[src/rtl/dvru_pkg.sv]
`timescale 1ns / 1ps

package dvru_pkg;

    // Defaults for the top-level parameters.
    localparam int NODE_COUNT_DEF = 4;
    localparam int INF_COST_DEF   = 999;

    // Fixed field widths of the channels and the register port.
    localparam int FIELD_W    = 10;
    localparam int NODE_W     = 2;
    localparam int CFG_ADDR_W = 4;
    localparam int CFG_DATA_W = 32;

    // Depth of the command queue between the front and back parts.
    localparam int QUEUE_DEPTH = 2;

    // Register indexes on the configuration port.
    localparam logic [1:0] REG_LINK_1 = 2'd0;
    localparam logic [1:0] REG_LINK_2 = 2'd1;
    localparam logic [1:0] REG_LINK_3 = 2'd2;

    // Reset values of the link cost registers.
    localparam logic [FIELD_W-1:0] LINK_1_RESET = 10'd1;
    localparam logic [FIELD_W-1:0] LINK_2_RESET = 10'd3;
    localparam logic [FIELD_W-1:0] LINK_3_RESET = 10'd7;

    // Diagonal of the cost table after reset, for nodes 0 to 3.
    localparam logic [FIELD_W-1:0] RESET_DIAG [4] = '{10'd0, 10'd1, 10'd3, 10'd7};

    // Operation codes of an input item.
    localparam logic [1:0] OP_INIT        = 2'd0;
    localparam logic [1:0] OP_ADVERT      = 2'd1;
    localparam logic [1:0] OP_LINK_CHANGE = 2'd2;

    // One input item.
    typedef struct packed {
        logic [NODE_W-1:0]  operation;
        logic [NODE_W-1:0]  neighbor;
        logic [FIELD_W-1:0] adv_cost_0;
        logic [FIELD_W-1:0] adv_cost_1;
        logic [FIELD_W-1:0] adv_cost_2;
        logic [FIELD_W-1:0] adv_cost_3;
        logic [FIELD_W-1:0] link_cost_new;
    } item_t;

    // One result item (one advertisement packet).
    typedef struct packed {
        logic [NODE_W-1:0]  dest_node;
        logic [FIELD_W-1:0] min_cost_0;
        logic [FIELD_W-1:0] min_cost_1;
        logic [FIELD_W-1:0] min_cost_2;
        logic [FIELD_W-1:0] min_cost_3;
        logic               last_packet;
    } result_t;

    // Classified command passed from the front part to the back part.
    typedef enum logic [1:0] {
        CMD_INIT,
        CMD_ADVERT,
        CMD_CHANGE
    } cmd_kind_t;

    typedef struct packed {
        cmd_kind_t                   kind;
        logic [NODE_W-1:0]           neighbor;
        logic [3:0][FIELD_W-1:0]     adv_cost;
        logic [FIELD_W-1:0]          link_cost_new;
    } cmd_t;

    // Configured link costs as seen by the back part.
    typedef struct packed {
        logic [FIELD_W-1:0] link_1;
        logic [FIELD_W-1:0] link_2;
        logic [FIELD_W-1:0] link_3;
    } link_cfg_t;

    // Status of the command queue.
    typedef struct packed {
        logic empty;
        logic full;
    } queue_status_t;

    // Sequencer states of the back part.
    typedef enum logic [2:0] {
        ST_IDLE,
        ST_INIT_WR,
        ST_LINK_RD,
        ST_LINK_WAIT,
        ST_ROW_RD,
        ST_ROW_WR,
        ST_EMIT
    } back_state_t;

    // Internal cost width: wide enough for the infinity value and for the fields.
    function automatic int cost_width(input int inf);
        int w;
        w = $clog2(inf + 1);
        return (w > FIELD_W) ? w : FIELD_W;
    endfunction

endpackage

[src/rtl/distance_vector_route_update.sv]
`timescale 1ns / 1ps
// An init item writes every row of the cost table in turn, then emits its packets;
// an advertisement or link change reads the link entry, then reads and rewrites each row in turn.
// The sequencer holds one item at a time, bound by the read-modify-write of each table row through
// the cost memory and by its packets, which wait while the receiver stalls; two items can queue.
// Reset (asynchronous, active low): cost table reads as diagonal 0, 1, 3, 7 and infinity
// elsewhere, minimum costs zero, link cost registers 1, 3 and 7, queue and outputs empty.
module distance_vector_route_update #(
    parameter int NODE_COUNT = dvru_pkg::NODE_COUNT_DEF,
    parameter int INF_COST   = dvru_pkg::INF_COST_DEF
) (
    input  logic                              clk,
    input  logic                              rst_n,
    input  logic                              item_valid,
    output logic                              item_stall,
    input  dvru_pkg::item_t                   item,
    output logic                              result_valid,
    input  logic                              result_stall,
    output dvru_pkg::result_t                 result,
    input  logic                              psel,
    input  logic                              penable,
    input  logic                              pwrite,
    input  logic [dvru_pkg::CFG_ADDR_W-1:0]   paddr,
    input  logic [dvru_pkg::CFG_DATA_W-1:0]   pwdata,
    output logic [dvru_pkg::CFG_DATA_W-1:0]   prdata,
    output logic                              pready
);
    import dvru_pkg::*;

    link_cfg_t     link_cfg_reg;
    link_cfg_t     link_cfg_next;
    logic          cfg_write;
    logic [1:0]    reg_idx;
    logic          q_push;
    logic          q_pop;
    cmd_t          q_cmd;
    cmd_t          q_head;
    queue_status_t q_status;

    // Register port: zero wait states, writes land at the access phase.
    assign pready    = 1'b1;
    assign reg_idx   = paddr[3:2];
    assign cfg_write = psel && penable && pwrite && pready;

    always_comb
    begin
        link_cfg_next = link_cfg_reg;
        if (cfg_write)
        begin
            unique case (reg_idx)
                REG_LINK_1: link_cfg_next.link_1 = pwdata[FIELD_W-1:0];
                REG_LINK_2: link_cfg_next.link_2 = pwdata[FIELD_W-1:0];
                REG_LINK_3: link_cfg_next.link_3 = pwdata[FIELD_W-1:0];
                default:    link_cfg_next = link_cfg_reg;
            endcase
        end
    end

    // Read-back of the link cost registers.
    always_comb
    begin
        unique case (reg_idx)
            REG_LINK_1: prdata = CFG_DATA_W'(link_cfg_reg.link_1);
            REG_LINK_2: prdata = CFG_DATA_W'(link_cfg_reg.link_2);
            REG_LINK_3: prdata = CFG_DATA_W'(link_cfg_reg.link_3);
            default:    prdata = '0;
        endcase
    end

    always_ff @(posedge clk or negedge rst_n)
    begin
        if (!rst_n)
        begin
            link_cfg_reg.link_1 <= LINK_1_RESET;
            link_cfg_reg.link_2 <= LINK_2_RESET;
            link_cfg_reg.link_3 <= LINK_3_RESET;
        end
        else
        begin
            link_cfg_reg <= link_cfg_next;
        end
    end

    // Front part: takes items and classifies them.
    dvru_front #(
        .NODE_COUNT (NODE_COUNT)
    ) u_front (
        .item_valid (item_valid),
        .item_stall (item_stall),
        .item       (item),
        .q_status   (q_status),
        .q_push     (q_push),
        .q_cmd      (q_cmd)
    );

    // Command queue between the two parts.
    dvru_queue u_queue (
        .clk      (clk),
        .rst_n    (rst_n),
        .push     (q_push),
        .push_cmd (q_cmd),
        .pop      (q_pop),
        .head     (q_head),
        .status   (q_status)
    );

    // Back part: table update, re-minimisation and packet emission.
    dvru_back #(
        .NODE_COUNT (NODE_COUNT),
        .INF_COST   (INF_COST)
    ) u_back (
        .clk          (clk),
        .rst_n        (rst_n),
        .link_cfg     (link_cfg_reg),
        .q_status     (q_status),
        .q_head       (q_head),
        .q_pop        (q_pop),
        .result_valid (result_valid),
        .result_stall (result_stall),
        .result       (result)
    );

endmodule

[src/rtl/dvru_front.sv]
`timescale 1ns / 1ps

module dvru_front #(
    parameter int NODE_COUNT = dvru_pkg::NODE_COUNT_DEF
) (
    input  logic                    item_valid,
    output logic                    item_stall,
    input  dvru_pkg::item_t         item,
    input  dvru_pkg::queue_status_t q_status,
    output logic                    q_push,
    output dvru_pkg::cmd_t          q_cmd
);
    import dvru_pkg::*;

    logic      keep;
    cmd_kind_t kind;
    logic      nb_ok;

    // A neighbour is usable when it is neither this node nor beyond the last node.
    assign nb_ok = (item.neighbor != '0) && (int'(item.neighbor) < NODE_COUNT);

    // Classify the operation; unused codes and bad neighbours are consumed silently.
    always_comb
    begin
        keep = 1'b0;
        kind = CMD_INIT;
        unique case (item.operation)
            OP_INIT:
            begin
                keep = 1'b1;
                kind = CMD_INIT;
            end
            OP_ADVERT:
            begin
                keep = nb_ok;
                kind = CMD_ADVERT;
            end
            OP_LINK_CHANGE:
            begin
                keep = nb_ok;
                kind = CMD_CHANGE;
            end
            default:
            begin
                keep = 1'b0;
                kind = CMD_INIT;
            end
        endcase
    end

    // Build the command for the queue.
    always_comb
    begin
        q_cmd.kind          = kind;
        q_cmd.neighbor      = item.neighbor;
        q_cmd.adv_cost[0]   = item.adv_cost_0;
        q_cmd.adv_cost[1]   = item.adv_cost_1;
        q_cmd.adv_cost[2]   = item.adv_cost_2;
        q_cmd.adv_cost[3]   = item.adv_cost_3;
        q_cmd.link_cost_new = item.link_cost_new;
    end

    // Items are taken whenever the queue has room, including those that are dropped.
    assign item_stall = q_status.full;
    assign q_push     = item_valid && !q_status.full && keep;

endmodule

[src/rtl/dvru_queue.sv]
`timescale 1ns / 1ps

module dvru_queue (
    input  logic                    clk,
    input  logic                    rst_n,
    input  logic                    push,
    input  dvru_pkg::cmd_t          push_cmd,
    input  logic                    pop,
    output dvru_pkg::cmd_t          head,
    output dvru_pkg::queue_status_t status
);
    import dvru_pkg::*;

    localparam int PTR_W = (QUEUE_DEPTH > 1) ? $clog2(QUEUE_DEPTH) : 1;
    localparam int CNT_W = $clog2(QUEUE_DEPTH + 1);

    cmd_t             entry_reg [QUEUE_DEPTH];
    logic [PTR_W-1:0] wr_ptr_reg;
    logic [PTR_W-1:0] wr_ptr_next;
    logic [PTR_W-1:0] rd_ptr_reg;
    logic [PTR_W-1:0] rd_ptr_next;
    logic [CNT_W-1:0] count_reg;
    logic [CNT_W-1:0] count_next;

    // Status flags from the fill count.
    assign status.empty = (count_reg == '0);
    assign status.full  = (count_reg == CNT_W'(QUEUE_DEPTH));
    assign head         = entry_reg[rd_ptr_reg];

    // Pointer and count updates, wrapping at the queue depth.
    always_comb
    begin
        wr_ptr_next = wr_ptr_reg;
        rd_ptr_next = rd_ptr_reg;
        if (push)
        begin
            wr_ptr_next = (wr_ptr_reg == PTR_W'(QUEUE_DEPTH - 1)) ? '0 : wr_ptr_reg + 1'b1;
        end
        if (pop)
        begin
            rd_ptr_next = (rd_ptr_reg == PTR_W'(QUEUE_DEPTH - 1)) ? '0 : rd_ptr_reg + 1'b1;
        end
        count_next = count_reg + CNT_W'(push) - CNT_W'(pop);
    end

    // Control state.
    always_ff @(posedge clk or negedge rst_n)
    begin
        if (!rst_n)
        begin
            wr_ptr_reg <= '0;
            rd_ptr_reg <= '0;
            count_reg  <= '0;
        end
        else
        begin
            wr_ptr_reg <= wr_ptr_next;
            rd_ptr_reg <= rd_ptr_next;
            count_reg  <= count_next;
        end
    end

    // Queue storage.
    always_ff @(posedge clk)
    begin
        if (push)
        begin
            entry_reg[wr_ptr_reg] <= push_cmd;
        end
    end

    a_count_bounded: assert property (@(posedge clk) disable iff (!rst_n)
        count_reg <= CNT_W'(QUEUE_DEPTH))
        else $error("queue fill count above depth");

    a_no_push_full: assert property (@(posedge clk) disable iff (!rst_n)
        push |-> !status.full)
        else $error("push into a full queue");

    a_no_pop_empty: assert property (@(posedge clk) disable iff (!rst_n)
        pop |-> !status.empty)
        else $error("pop from an empty queue");

endmodule

[src/rtl/dvru_back.sv]
`timescale 1ns / 1ps

module dvru_back #(
    parameter int NODE_COUNT = dvru_pkg::NODE_COUNT_DEF,
    parameter int INF_COST   = dvru_pkg::INF_COST_DEF
) (
    input  logic                    clk,
    input  logic                    rst_n,
    input  dvru_pkg::link_cfg_t     link_cfg,
    input  dvru_pkg::queue_status_t q_status,
    input  dvru_pkg::cmd_t          q_head,
    output logic                    q_pop,
    output logic                    result_valid,
    input  logic                    result_stall,
    output dvru_pkg::result_t       result
);
    import dvru_pkg::*;

    localparam int CW        = cost_width(INF_COST);
    localparam int IDX_W     = (NODE_COUNT > 1) ? $clog2(NODE_COUNT) : 1;
    localparam int PKT_COUNT = (NODE_COUNT - 1 > 3) ? 3 : NODE_COUNT - 1;
    localparam logic [CW-1:0]    INF      = CW'(INF_COST);
    localparam logic [IDX_W-1:0] LAST_IDX = IDX_W'(NODE_COUNT - 1);
    localparam logic [1:0]       LAST_PKT = 2'(PKT_COUNT - 1);

    typedef logic [NODE_COUNT-1:0][CW-1:0] row_t;

    // Cost table, one row (destination) per memory word, with a valid bit per row.
    row_t                  mem [NODE_COUNT];
    logic [NODE_COUNT-1:0] row_valid_reg;
    logic [NODE_COUNT-1:0] row_valid_next;
    row_t                  rd_data_reg;
    logic                  rd_valid_reg;
    logic [IDX_W-1:0]      rd_idx_reg;
    logic [IDX_W-1:0]      rd_addr;
    logic                  mem_we;
    logic [IDX_W-1:0]      mem_waddr;
    row_t                  mem_wdata;

    // Sequencer and working registers.
    back_state_t      state_reg;
    back_state_t      state_next;
    cmd_t             cmd_reg;
    cmd_t             cmd_next;
    logic [IDX_W-1:0] d_reg;
    logic [IDX_W-1:0] d_next;
    logic [CW-1:0]    link_reg;
    logic [CW-1:0]    link_next;
    logic             changed_reg;
    logic             changed_next;
    logic [CW-1:0]    best_reg [NODE_COUNT];
    logic [CW-1:0]    best_next [NODE_COUNT];
    logic [1:0]       pkt_reg;
    logic [1:0]       pkt_next;
    logic             out_valid_reg;
    logic             out_valid_next;
    result_t          out_reg;
    result_t          out_next;

    // Row arithmetic.
    logic [IDX_W-1:0] nb_idx;
    logic [IDX_W+1:0] d_wide;
    row_t             row_cur;
    row_t             row_upd;
    row_t             row_init;
    logic [CW-1:0]    entry_old;
    logic [CW-1:0]    adv_c;
    logic [CW-1:0]    new_c;
    logic [CW-1:0]    entry_new;
    logic [CW:0]      adv_sum;
    logic [CW+1:0]    shift_sum;
    logic [CW-1:0]    row_min;
    logic [CW-1:0]    diag_init;
    logic             row_changed;
    logic             out_load;
    logic [FIELD_W-1:0] min_f [4];

    function automatic logic [CW-1:0] clamp_cost(input logic [CW:0] v);
        return (v > {1'b0, INF}) ? INF : v[CW-1:0];
    endfunction

    // Row with the given diagonal entry and infinity elsewhere.
    function automatic row_t fill_row(input logic [IDX_W-1:0] d, input logic [CW-1:0] diag);
        row_t r;
        for (int v = 0; v < NODE_COUNT; v++)
        begin
            r[v] = (IDX_W'(v) == d) ? diag : INF;
        end
        return r;
    endfunction

    // Contents of a row that has not been written since reset.
    function automatic row_t reset_row(input logic [IDX_W-1:0] d);
        logic [IDX_W+1:0] dw;
        logic [CW-1:0]    diag;
        dw   = (IDX_W + 2)'(d);
        diag = (dw < 4) ? CW'(RESET_DIAG[dw[1:0]]) : INF;
        return fill_row(d, diag);
    endfunction

    assign nb_idx  = IDX_W'(cmd_reg.neighbor);
    assign d_wide  = (IDX_W + 2)'(d_reg);
    assign row_cur = rd_valid_reg ? rd_data_reg : reset_row(rd_idx_reg);

    // New value of the neighbour's entry in the current row.
    always_comb
    begin
        entry_old = row_cur[nb_idx];
        adv_c     = (d_wide < 4) ? clamp_cost((CW + 1)'(cmd_reg.adv_cost[d_wide[1:0]])) : INF;
        new_c     = clamp_cost((CW + 1)'(cmd_reg.link_cost_new));
        adv_sum   = {1'b0, link_reg} + {1'b0, adv_c};
        shift_sum = {2'b00, entry_old} + {2'b00, new_c} - {2'b00, link_reg};
        if (cmd_reg.kind == CMD_ADVERT)
        begin
            entry_new = clamp_cost(adv_sum);
        end
        else if (shift_sum[CW+1])
        begin
            entry_new = '0;
        end
        else
        begin
            entry_new = clamp_cost(shift_sum[CW:0]);
        end
        row_upd         = row_cur;
        row_upd[nb_idx] = entry_new;
    end

    // Minimum of the updated row.
    always_comb
    begin
        row_min = row_upd[0];
        for (int v = 1; v < NODE_COUNT; v++)
        begin
            if (row_upd[v] < row_min)
            begin
                row_min = row_upd[v];
            end
        end
        row_changed = (row_min != best_reg[d_reg]);
    end

    // Diagonal of the init row from the configured link costs.
    always_comb
    begin
        case (d_wide)
            (IDX_W + 2)'(0): diag_init = '0;
            (IDX_W + 2)'(1): diag_init = clamp_cost((CW + 1)'(link_cfg.link_1));
            (IDX_W + 2)'(2): diag_init = clamp_cost((CW + 1)'(link_cfg.link_2));
            (IDX_W + 2)'(3): diag_init = clamp_cost((CW + 1)'(link_cfg.link_3));
            default:         diag_init = INF;
        endcase
        row_init = fill_row(d_reg, diag_init);
    end

    // The output register may take a new packet when empty or being drained.
    assign out_load = (state_reg == ST_EMIT) && (!out_valid_reg || !result_stall);

    // Next state.
    always_comb
    begin
        state_next = state_reg;
        unique case (state_reg)
            ST_IDLE:
            begin
                if (!q_status.empty)
                begin
                    state_next = (q_head.kind == CMD_INIT) ? ST_INIT_WR : ST_LINK_RD;
                end
            end
            ST_INIT_WR:
            begin
                if (d_reg == LAST_IDX)
                begin
                    state_next = ST_EMIT;
                end
            end
            ST_LINK_RD:   state_next = ST_LINK_WAIT;
            ST_LINK_WAIT: state_next = ST_ROW_RD;
            ST_ROW_RD:    state_next = ST_ROW_WR;
            ST_ROW_WR:
            begin
                if (d_reg != LAST_IDX)
                begin
                    state_next = ST_ROW_RD;
                end
                else if (changed_reg || row_changed)
                begin
                    state_next = ST_EMIT;
                end
                else
                begin
                    state_next = ST_IDLE;
                end
            end
            ST_EMIT:
            begin
                if (out_load && (pkt_reg == LAST_PKT))
                begin
                    state_next = ST_IDLE;
                end
            end
            default: state_next = ST_IDLE;
        endcase
    end

    // Datapath controls and register updates for each state.
    always_comb
    begin
        q_pop          = 1'b0;
        cmd_next       = cmd_reg;
        d_next         = d_reg;
        link_next      = link_reg;
        changed_next   = changed_reg;
        pkt_next       = pkt_reg;
        rd_addr        = d_reg;
        mem_we         = 1'b0;
        mem_waddr      = d_reg;
        mem_wdata      = row_upd;
        row_valid_next = row_valid_reg;
        for (int i = 0; i < NODE_COUNT; i++)
        begin
            best_next[i] = best_reg[i];
        end
        unique case (state_reg)
            ST_IDLE:
            begin
                if (!q_status.empty)
                begin
                    q_pop        = 1'b1;
                    cmd_next     = q_head;
                    d_next       = '0;
                    changed_next = 1'b0;
                    pkt_next     = '0;
                end
            end
            ST_INIT_WR:
            begin
                mem_we                = 1'b1;
                mem_wdata             = row_init;
                row_valid_next[d_reg] = 1'b1;
                best_next[d_reg]      = diag_init;
                d_next                = d_reg + 1'b1;
            end
            ST_LINK_RD:
            begin
                rd_addr = nb_idx;
            end
            ST_LINK_WAIT:
            begin
                link_next = row_cur[nb_idx];
            end
            ST_ROW_RD:
            begin
                rd_addr = d_reg;
            end
            ST_ROW_WR:
            begin
                mem_we                = 1'b1;
                mem_wdata             = row_upd;
                row_valid_next[d_reg] = 1'b1;
                best_next[d_reg]      = row_min;
                changed_next          = changed_reg || row_changed;
                d_next                = d_reg + 1'b1;
            end
            ST_EMIT:
            begin
                if (out_load)
                begin
                    pkt_next = pkt_reg + 1'b1;
                end
            end
            default:
            begin
                q_pop = 1'b0;
            end
        endcase
    end

    // Minimum-cost fields; nodes beyond the last one read zero.
    for (genvar g = 0; g < 4; g++)
    begin : g_min_field
        if (g < NODE_COUNT)
        begin : g_used
            assign min_f[g] = best_reg[g][FIELD_W-1:0];
        end
        else
        begin : g_unused
            assign min_f[g] = '0;
        end
    end

    // Output register: one packet per transfer, held while stalled.
    always_comb
    begin
        out_next       = out_reg;
        out_valid_next = out_valid_reg && result_stall;
        if (out_load)
        begin
            out_next.dest_node   = pkt_reg + 1'b1;
            out_next.min_cost_0  = min_f[0];
            out_next.min_cost_1  = min_f[1];
            out_next.min_cost_2  = min_f[2];
            out_next.min_cost_3  = min_f[3];
            out_next.last_packet = (pkt_reg == LAST_PKT);
            out_valid_next       = 1'b1;
        end
    end

    assign result_valid = out_valid_reg;
    assign result       = out_reg;

    // Control and state registers.
    always_ff @(posedge clk or negedge rst_n)
    begin
        if (!rst_n)
        begin
            state_reg     <= ST_IDLE;
            d_reg         <= '0;
            changed_reg   <= 1'b0;
            pkt_reg       <= '0;
            out_valid_reg <= 1'b0;
            row_valid_reg <= '0;
            rd_valid_reg  <= 1'b0;
            for (int i = 0; i < NODE_COUNT; i++)
            begin
                best_reg[i] <= '0;
            end
        end
        else
        begin
            state_reg     <= state_next;
            d_reg         <= d_next;
            changed_reg   <= changed_next;
            pkt_reg       <= pkt_next;
            out_valid_reg <= out_valid_next;
            row_valid_reg <= row_valid_next;
            rd_valid_reg  <= row_valid_reg[rd_addr];
            for (int i = 0; i < NODE_COUNT; i++)
            begin
                best_reg[i] <= best_next[i];
            end
        end
    end

    // Payload registers.
    always_ff @(posedge clk)
    begin
        cmd_reg    <= cmd_next;
        link_reg   <= link_next;
        out_reg    <= out_next;
        rd_idx_reg <= rd_addr;
    end

    // Cost table memory, registered read.
    always_ff @(posedge clk)
    begin
        if (mem_we)
        begin
            mem[mem_waddr] <= mem_wdata;
        end
        rd_data_reg <= mem[rd_addr];
    end

    a_pop_when_idle: assert property (@(posedge clk) disable iff (!rst_n)
        q_pop |-> (state_reg == ST_IDLE))
        else $error("command taken while the sequencer is busy");

    a_result_from_emit: assert property (@(posedge clk) disable iff (!rst_n)
        $rose(out_valid_reg) |-> $past(state_reg == ST_EMIT))
        else $error("result raised outside the packet run");

    a_result_held: assert property (@(posedge clk) disable iff (!rst_n)
        (out_valid_reg && result_stall) |=> (out_valid_reg && $stable(out_reg)))
        else $error("stalled result lost or changed");

    a_link_bounded: assert property (@(posedge clk) disable iff (!rst_n)
        (state_reg == ST_ROW_WR) |-> (link_reg <= INF))
        else $error("captured link cost above infinity");

endmodule

[config.mk]
export PLATFORM = sky130hd
export DESIGN_NAME = distance_vector_route_update
export DESIGN_NICKNAME = d
export VERILOG_FILES = /design/src/rtl/dvru_pkg.sv /design/src/rtl/distance_vector_route_update.sv /design/src/rtl/dvru_front.sv /design/src/rtl/dvru_queue.sv /design/src/rtl/dvru_back.sv
export SDC_FILE = /design/constraint.sdc
export NUM_CORES = 1
export LEC_CHECK = 0
export BUFFER_PORTS_ARGS = -buffer_cell sky130_fd_sc_hd__buf_2
export CAP_MARGIN = 20
export CORE_MARGIN = 2
export CORE_UTILIZATION = 35
export CTS_CLUSTER_SIZE = 14
export DETAILED_ROUTE_END_ITERATION = 10
export PLACE_DENSITY = 0.53
export RECOVER_POWER = 100
export REMOVE_ABC_BUFFERS = 1
export SETUP_SLACK_MARGIN = 0.4
export SLEW_MARGIN = 20
export SYNTH_ARGS = -nofsm -noshare
export SYNTH_HDL_FRONTEND = slang
export SYNTH_SLANG_ARGS = --single-unit
[constraint.sdc]
create_clock -name clk -period 14.16 [get_ports clk]
set_input_delay 0.708 -clock clk [delete_from_list [all_inputs] [get_ports clk]]
set_output_delay 0.708 -clock clk [all_outputs]
set_load 0.02 [all_outputs]
Word-level counts from Yosys, hierarchy flattened
Memories as Yosys holds them, arrays and structs flattened. A register that Yosys moved wholly into a read port is not among the register bits.
Index checks and enable logic that the tools add are counted.
Word-level totals
  output and inout bits: 78
  memories kept: 2
  bits in writable memories: 268
  register bits: 197
  word-level logic and storage cells: 205
Memories
  u_back.mem: depth 4, bits a word 40, read ports 1, clocked after memory_dff 1, write ports 1, line dvru_back.sv:29  | row_t mem [NODE_COUNT];
  u_queue.entry_reg: depth 2, bits a word 54, read ports 1, clocked after memory_dff 0, write ports 1, line dvru_queue.sv:17  | cmd_t entry_reg [QUEUE_DEPTH];
Cells by class
  $add $sub $neg: 9
  magnitude comparators: 19
  reductions and logical operators: 38
  muxes and demuxes: 73
  bitwise gates (word level): 4
  eq/ne operators: 28
Operators with widths (count)
  $mux 10: 29
  $bwmux 40: 3
  $bmux 10 s2: 4
  $mux 40: 2
  $pmux 40 s2: 1
  $gt 10x10->1 const B: 5
  $demux 10 s2: 2
  $pmux 10 s4: 1
  $lt 10x10->1: 3
  $pmux 10 s3: 1
  $add 10x10->11: 2
  $gt 11x10->1 const B: 2
  $pmux 3 s7: 1
  $mux 3: 5
  $mux 1: 13
  $eq 2x2->1 const B: 6
  $logic_not 2->1: 6
  $lt 2x3->1 const B: 4
  $pmux 2 s2: 3
  $reduce_and 2->1: 6
  $sub 12x10->12: 1
  $logic_and 1x1->1: 10
  $ne 10x10->1: 1
  $reduce_bool 2->1: 5
  28 further kinds: 55

Logic depth before layout (Yosys ltp)
  depth after elaboration: 26
  gate-level depth with buffers: 71

By module
Synthesis repeated with hierarchy kept, for this count alone.
Unflattened totals
  cells, all modules: 1931
  area, all modules: 23965.5 um^2
By module, submodules not included
  dvru_back: area each 17614.4 um^2, seq. area each 10209.8 um^2, instances 1, cells an instance 1560
  dvru_queue: area each 4342.9 um^2, seq. area each 3343.2 um^2, instances 1, cells an instance 183
  distance_vector_route_update: area each 1530.2 um^2, seq. area each 758.2 um^2, instances 1, cells an instance 125
  dvru_front: area each 478.0 um^2, seq. area each 0.0 um^2, instances 1, cells an instance 63

Least setup slack after synthesis
Ideal clock, no wire load.
  path kind: flip-flop to flip-flop
  start: reg u_back.cmd_reg, in the netlist u_back.nb_idx[0]
  end: reg u_back.changed_reg
  path buffers: 4
  stages on the path, launching flop included: 62
  clock period less this slack: 12.398 ns
  setup time: 0.251 ns
  path slack: 1.762 ns
  arrival: 12.147 ns
  path through: edfxtp_1 -> clkbuf_1 -> clkbuf_1 -> buf_1 -> mux4_2 -> o22a_1 -> ha_1 -> fa_1 -> a21o_1 -> nand3_1 -> a21boi_2 -> nor2_1 -> nor2_1 -> nor2_1 -> xnor2_1 -> ha_1 -> a21oi_1 -> o21ai_0 -> [... 26 more ...] -> mux2_2 -> ha_1 -> a21o_1 -> a21o_1 -> a21o_1 -> a21oi_1 -> nor2b_1 -> o21ai_0 -> nand2b_1 -> a21oi_1 -> nand2b_1 -> nor2_1 -> nand2_1 -> nor3_2 -> nor3_4 -> or4_1 -> a2111oi_2 -> o22ai_1
Between the ends
  cells in the longest elaborated chain, start to end: 18
Ends and longest elaborated chain
  start: declaration: line dvru_back.sv:43  | cmd_t cmd_reg;
  start signal: assignment: line dvru_back.sv:349  | cmd_reg <= cmd_next;
  $bmux 10 s2 *: line dvru_back.sv:108  | entry_old = row_cur[nb_idx];
  $mux 10 (not written as such) *: line dvru_back.sv:108
  named net u_back.entry_old[0]: line dvru_back.sv:66  | logic [CW-1:0] entry_old;
  $add 10x10->11 *: line dvru_back.sv:112  | shift_sum = {2'b00, entry_old} + {2'b00, new_c} - {2'b00, link_reg};
  $sub 12x10->12 *: line dvru_back.sv:112
  $gt 11x10->1: line dvru_back.sv:79  | return (v > {1'b0, INF}) ? INF : v[CW-1:0];
  $mux 10: line dvru_back.sv:79
  $mux 10 *: line dvru_back.sv:117  | else if (shift_sum[CW+1])
  [... 3 more ...]
  $mux 10: line dvru_back.sv:135  | if (row_upd[v] < row_min)
  $lt 10x10->1: line dvru_back.sv:135
  $mux 10: line dvru_back.sv:135
  $lt 10x10->1: line dvru_back.sv:135
  $mux 10 *: line dvru_back.sv:135
  $ne 10x10->1 *: line dvru_back.sv:140  | row_changed = (row_min != best_reg[d_reg]);
  $logic_or 1x1->1 *: line dvru_back.sv:263  | changed_next = changed_reg || row_changed;
  $pmux 1 s2 *: line dvru_back.sv:225  | unique case (state_reg)
  end signal: assignment: line dvru_back.sv:334  | changed_reg <= changed_next;
  end: declaration: line dvru_back.sv:49  | logic changed_reg;
Mark *: on every way through the listed nets, which the timed path passes. The rest lies on a longest branch. The select of a mux whose other input is x is not followed.
A chain may end at the register's enable or synchronous reset.

Final worst setup path
  start: reg u_back.rd_valid_reg
  end: reg u_back.best_reg[9] in the netlist's numbering
Between the ends
  cells in the longest elaborated chain, start to end: 18
Ends and longest elaborated chain
  start: declaration: line dvru_back.sv:33  | logic rd_valid_reg;
  start signal: assignment: line dvru_back.sv:338  | rd_valid_reg <= row_valid_reg[rd_addr];
  $mux 40 *: line dvru_back.sv:103  | assign row_cur = rd_valid_reg ? rd_data_reg : reset_row(rd_idx_reg);
  $bmux 10 s2 *: line dvru_back.sv:108
  $mux 10 (not written as such) *: line dvru_back.sv:108
  named net u_back.entry_old[1]: line dvru_back.sv:66
  $add 10x10->11 *: line dvru_back.sv:112
  $sub 12x10->12 *: line dvru_back.sv:112
  $gt 11x10->1: line dvru_back.sv:79
  $mux 10: line dvru_back.sv:79
  [... 3 more ...]
  $lt 10x10->1: line dvru_back.sv:135
  $mux 10: line dvru_back.sv:135
  $lt 10x10->1: line dvru_back.sv:135
  $mux 10: line dvru_back.sv:135
  $lt 10x10->1: line dvru_back.sv:135
  $mux 10 *: line dvru_back.sv:135
  $bwmux 40 *: line dvru_back.sv:262  | best_next[d_reg] = row_min;
  $pmux 40 s2 *: line dvru_back.sv:225
  end signal: indexed assignment: line dvru_back.sv:341  | best_reg[i] <= best_next[i];
  end: declaration: line dvru_back.sv:51  | logic [CW-1:0] best_reg [NODE_COUNT];
Marked as above.

==> results.yml <==
run_status:
  outcome: "complete, but fails checks"
  violations: "capacitance limit, slew limit"
cts:
  cts_sinks: 505
  cts_tree: "built"
  clk_pin_slew_ns: 0.06
  cts-root-buf: "clkbuf_16"
  cts_made_buffers: 53
  clk_path_buf_depth: 3
  clkLatencyLatePin_ns: 0.62
  ctsHtreeMaxLevel: 2
floorplanning:
  core.rowCount: 96
  ioPinCount: 175
  initial_core_util: 0.353
  die_area_um2: 71400
  die_x_um: 267
  fp.coreArea_um2: 68600
  die_h_um: 267
synth:
  yosysTopAreaCell: "edfxtp_1"
  yosysTopAreaCellShare: 0.465
  synthTopCellsByArea: "edfxtp_1, dfrtp_1, nand2_1"
  syn_avg_cell_area_um2: 11.9
  ys.warnings.count: 0
  ys.flop_type: "edfxtp_1"
  synthCells: 2034
  yosysMostFrequentCell: "edfxtp_1"
  syn-cell-area_um2: 24200
  synth_common_cells: "edfxtp_1, nand2_1, a21oi_1"
  synth.distinct_cells: 100
  synth_seq_cells: 505
  async_flop_share: 0.174
  synth_edf_count: 375
  ys_seq_area_frac: 0.591
global_route:
  grt_max_degree: 71
  grt_pass1_vias: 16400
  gr-total-overflow: 0
  grt_pass1_wl_um: 99400
  antenna_found_initial: 0
  gr-usage-all-layers: 0.183
timing:
  max_freq_mhz: 75.3
  setup_tns_ns: 0
  final-setup-viol-count: 0
  slew_viol_final: 559
  whs_ns: 0.279
  clock_skew_ns: 0.0275
  max_slew_margin: -1.57
  tightest_slew_ns: 3.86
  fin_crit_sh: 0.937
  rsz0062_at_grt: "false"
  finalHoldViolCount: 0
  fin_crit_ns: 13.27
detailed_routing:
  drt-total-wl_um: 65700
  viasPerCell: 5.26
  postRouteAntennaNets: 0
  drt_iter0_markers: 1213
  avgRoutedWirePerCell_um: 20.8
  drt_pass1_iterations: 5
  drc: 0
  vias: 16600
finish:
  antennaDiodeCount: 0
  nets: 2346
  layout-drive-gt1-share: 0.157
  largest_reg_flops: 160
  utilization: 0.404
  areaGrowthSynthToFinish_pct: 14.5
  fillers: 6543
place:
  dpl.hpwl_um: 45600
  gp_congestion: 0.925
  io_buffers: 127
worst_setup_path:
  cpMostUsedCell: "a21oi_1"
  crit_fanout: 26
  path_class: "reg2reg"
  critPathArrivalTime_ns: 13.71
  worst_setup_path_end_kind: "register"
  start_kind: "register"
  crit_path_top_delay_cell: "o21ai_0"
  critPathRequiredTime_ns: 14.60
  critPathMaxStageDelay_ns: 0.58
worst_hold_path:
  hp-class: "in2reg"
flow_run:
  cap_violations: 14
==> critical path: cells and delay by family, from the launching register on <==
family / cells / cell delay, ns
simple gates: 21 / 2.63
xor+xnor: 2 / 0.34
mux: 2 / 0.79
buf+inv: 3 / 0.55
compound gates: 31 / 6.70
flops: 1 / 0.57
fa+ha+maj: 5 / 1.49
==> logic make-up (layout without fill, tap and decap cells) <==
kind of cell             count (synthesis)  in the layout  synth area share
other                                    2             23          0.000310
AO/OA/AOI/OAI                          442            442             0.120
multiplexers                           157            157            0.0845
buffers and inverters                  208            378            0.0368
adder cells (fa/ha/maj)                 68             68            0.0360
XOR/XNOR                                37             37            0.0137
AND/OR/NAND/NOR                        615            615             0.118
flip-flops                             505            505             0.591
==> cell type report <==
type,instances,area [um^2],area share
clock inverter,30,368,0.0133
multi-input combinational,1342,9120,0.329
timing repair buffer,201,988,0.0356
tap,931,1160,0.0420
inverter,78,294,0.0106
clock buffer,69,1490,0.0537
sequential,505,14300,0.516
==> cells in the final DEF, fill, tap and decap left out, drive strengths merged, types with 23 or more instances in the layout <==
cell type	Yosys	layout
ha	65	65
nand3	36	36
mux2	95	95
a21oi	112	112
mux2i	34	34
nor2	98	98
clkbuf	85	187
o21ai	123	123
edfxtp	375	375
dfrtp	82	82
mux4	28	28
xnor2	26	26
inv	78	79
dfxtp	42	42
a31oi	55	55
nand2	301	301
conb	2	23
nor3	26	26
and3	51	51
buf	45	82
==> worst paths after layout <==
check	startpoint	to	slack (ns)	cells past startpoint
max	u_back.rd_valid_reg$_DFF_PN0_	u_back.best_reg[9]$_DFFE_PN0P_	0.89	64
min	item[30]	u_queue.entry_reg[0][20]$_DFFE_PP_	0.28	1
max reg2reg	u_back.rd_valid_reg$_DFF_PN0_	u_back.best_reg[9]$_DFFE_PN0P_	0.89	64
min reg2reg	u_back.best_reg[38]$_DFFE_PN0P_	u_back.result[39]$_DFFE_PP_	0.47	0
max in group asynchronous	rst_n	u_queue.rd_ptr_reg$_DFFE_PN0P_	8.87	3
min in group asynchronous	rst_n	link_cfg_reg[17]$_DFFE_PN0P_	0.80	2
==> per-stage QoR <==
stage / worst slack (ns) / instances / instance area [um^2]
floorplan: 1.44 / 1925 / 23700
global placement: 0.832 / 3042 / 26000
detailed placement: 0.770 / 3043 / 26000
CTS: 0.707 / 3143 / 27900
global route: 0.227 / 3156 / 27700
finish: 0.886 / 3156 / 27700
==> metal layers <==
layer  wire length [um]  part of all wire  track usage
met4               2150             0.033       0.0668
met3               3530             0.054       0.0296
met2              30000              0.46        0.289
met1              30000              0.46        0.255
met5                  0                 0            0
==> timing repair <==
action	in CTS	in global routing
endpoints found under the setup margin	0	43
hold buffers	1	0
gates resized for setup	0	15
setup buffers	0	12
endpoints found under the hold margin	12	0
Power is left out: the tool's default activity adds up to more than one toggle a clock period on the data nets, which glitch-free logic cannot reach.
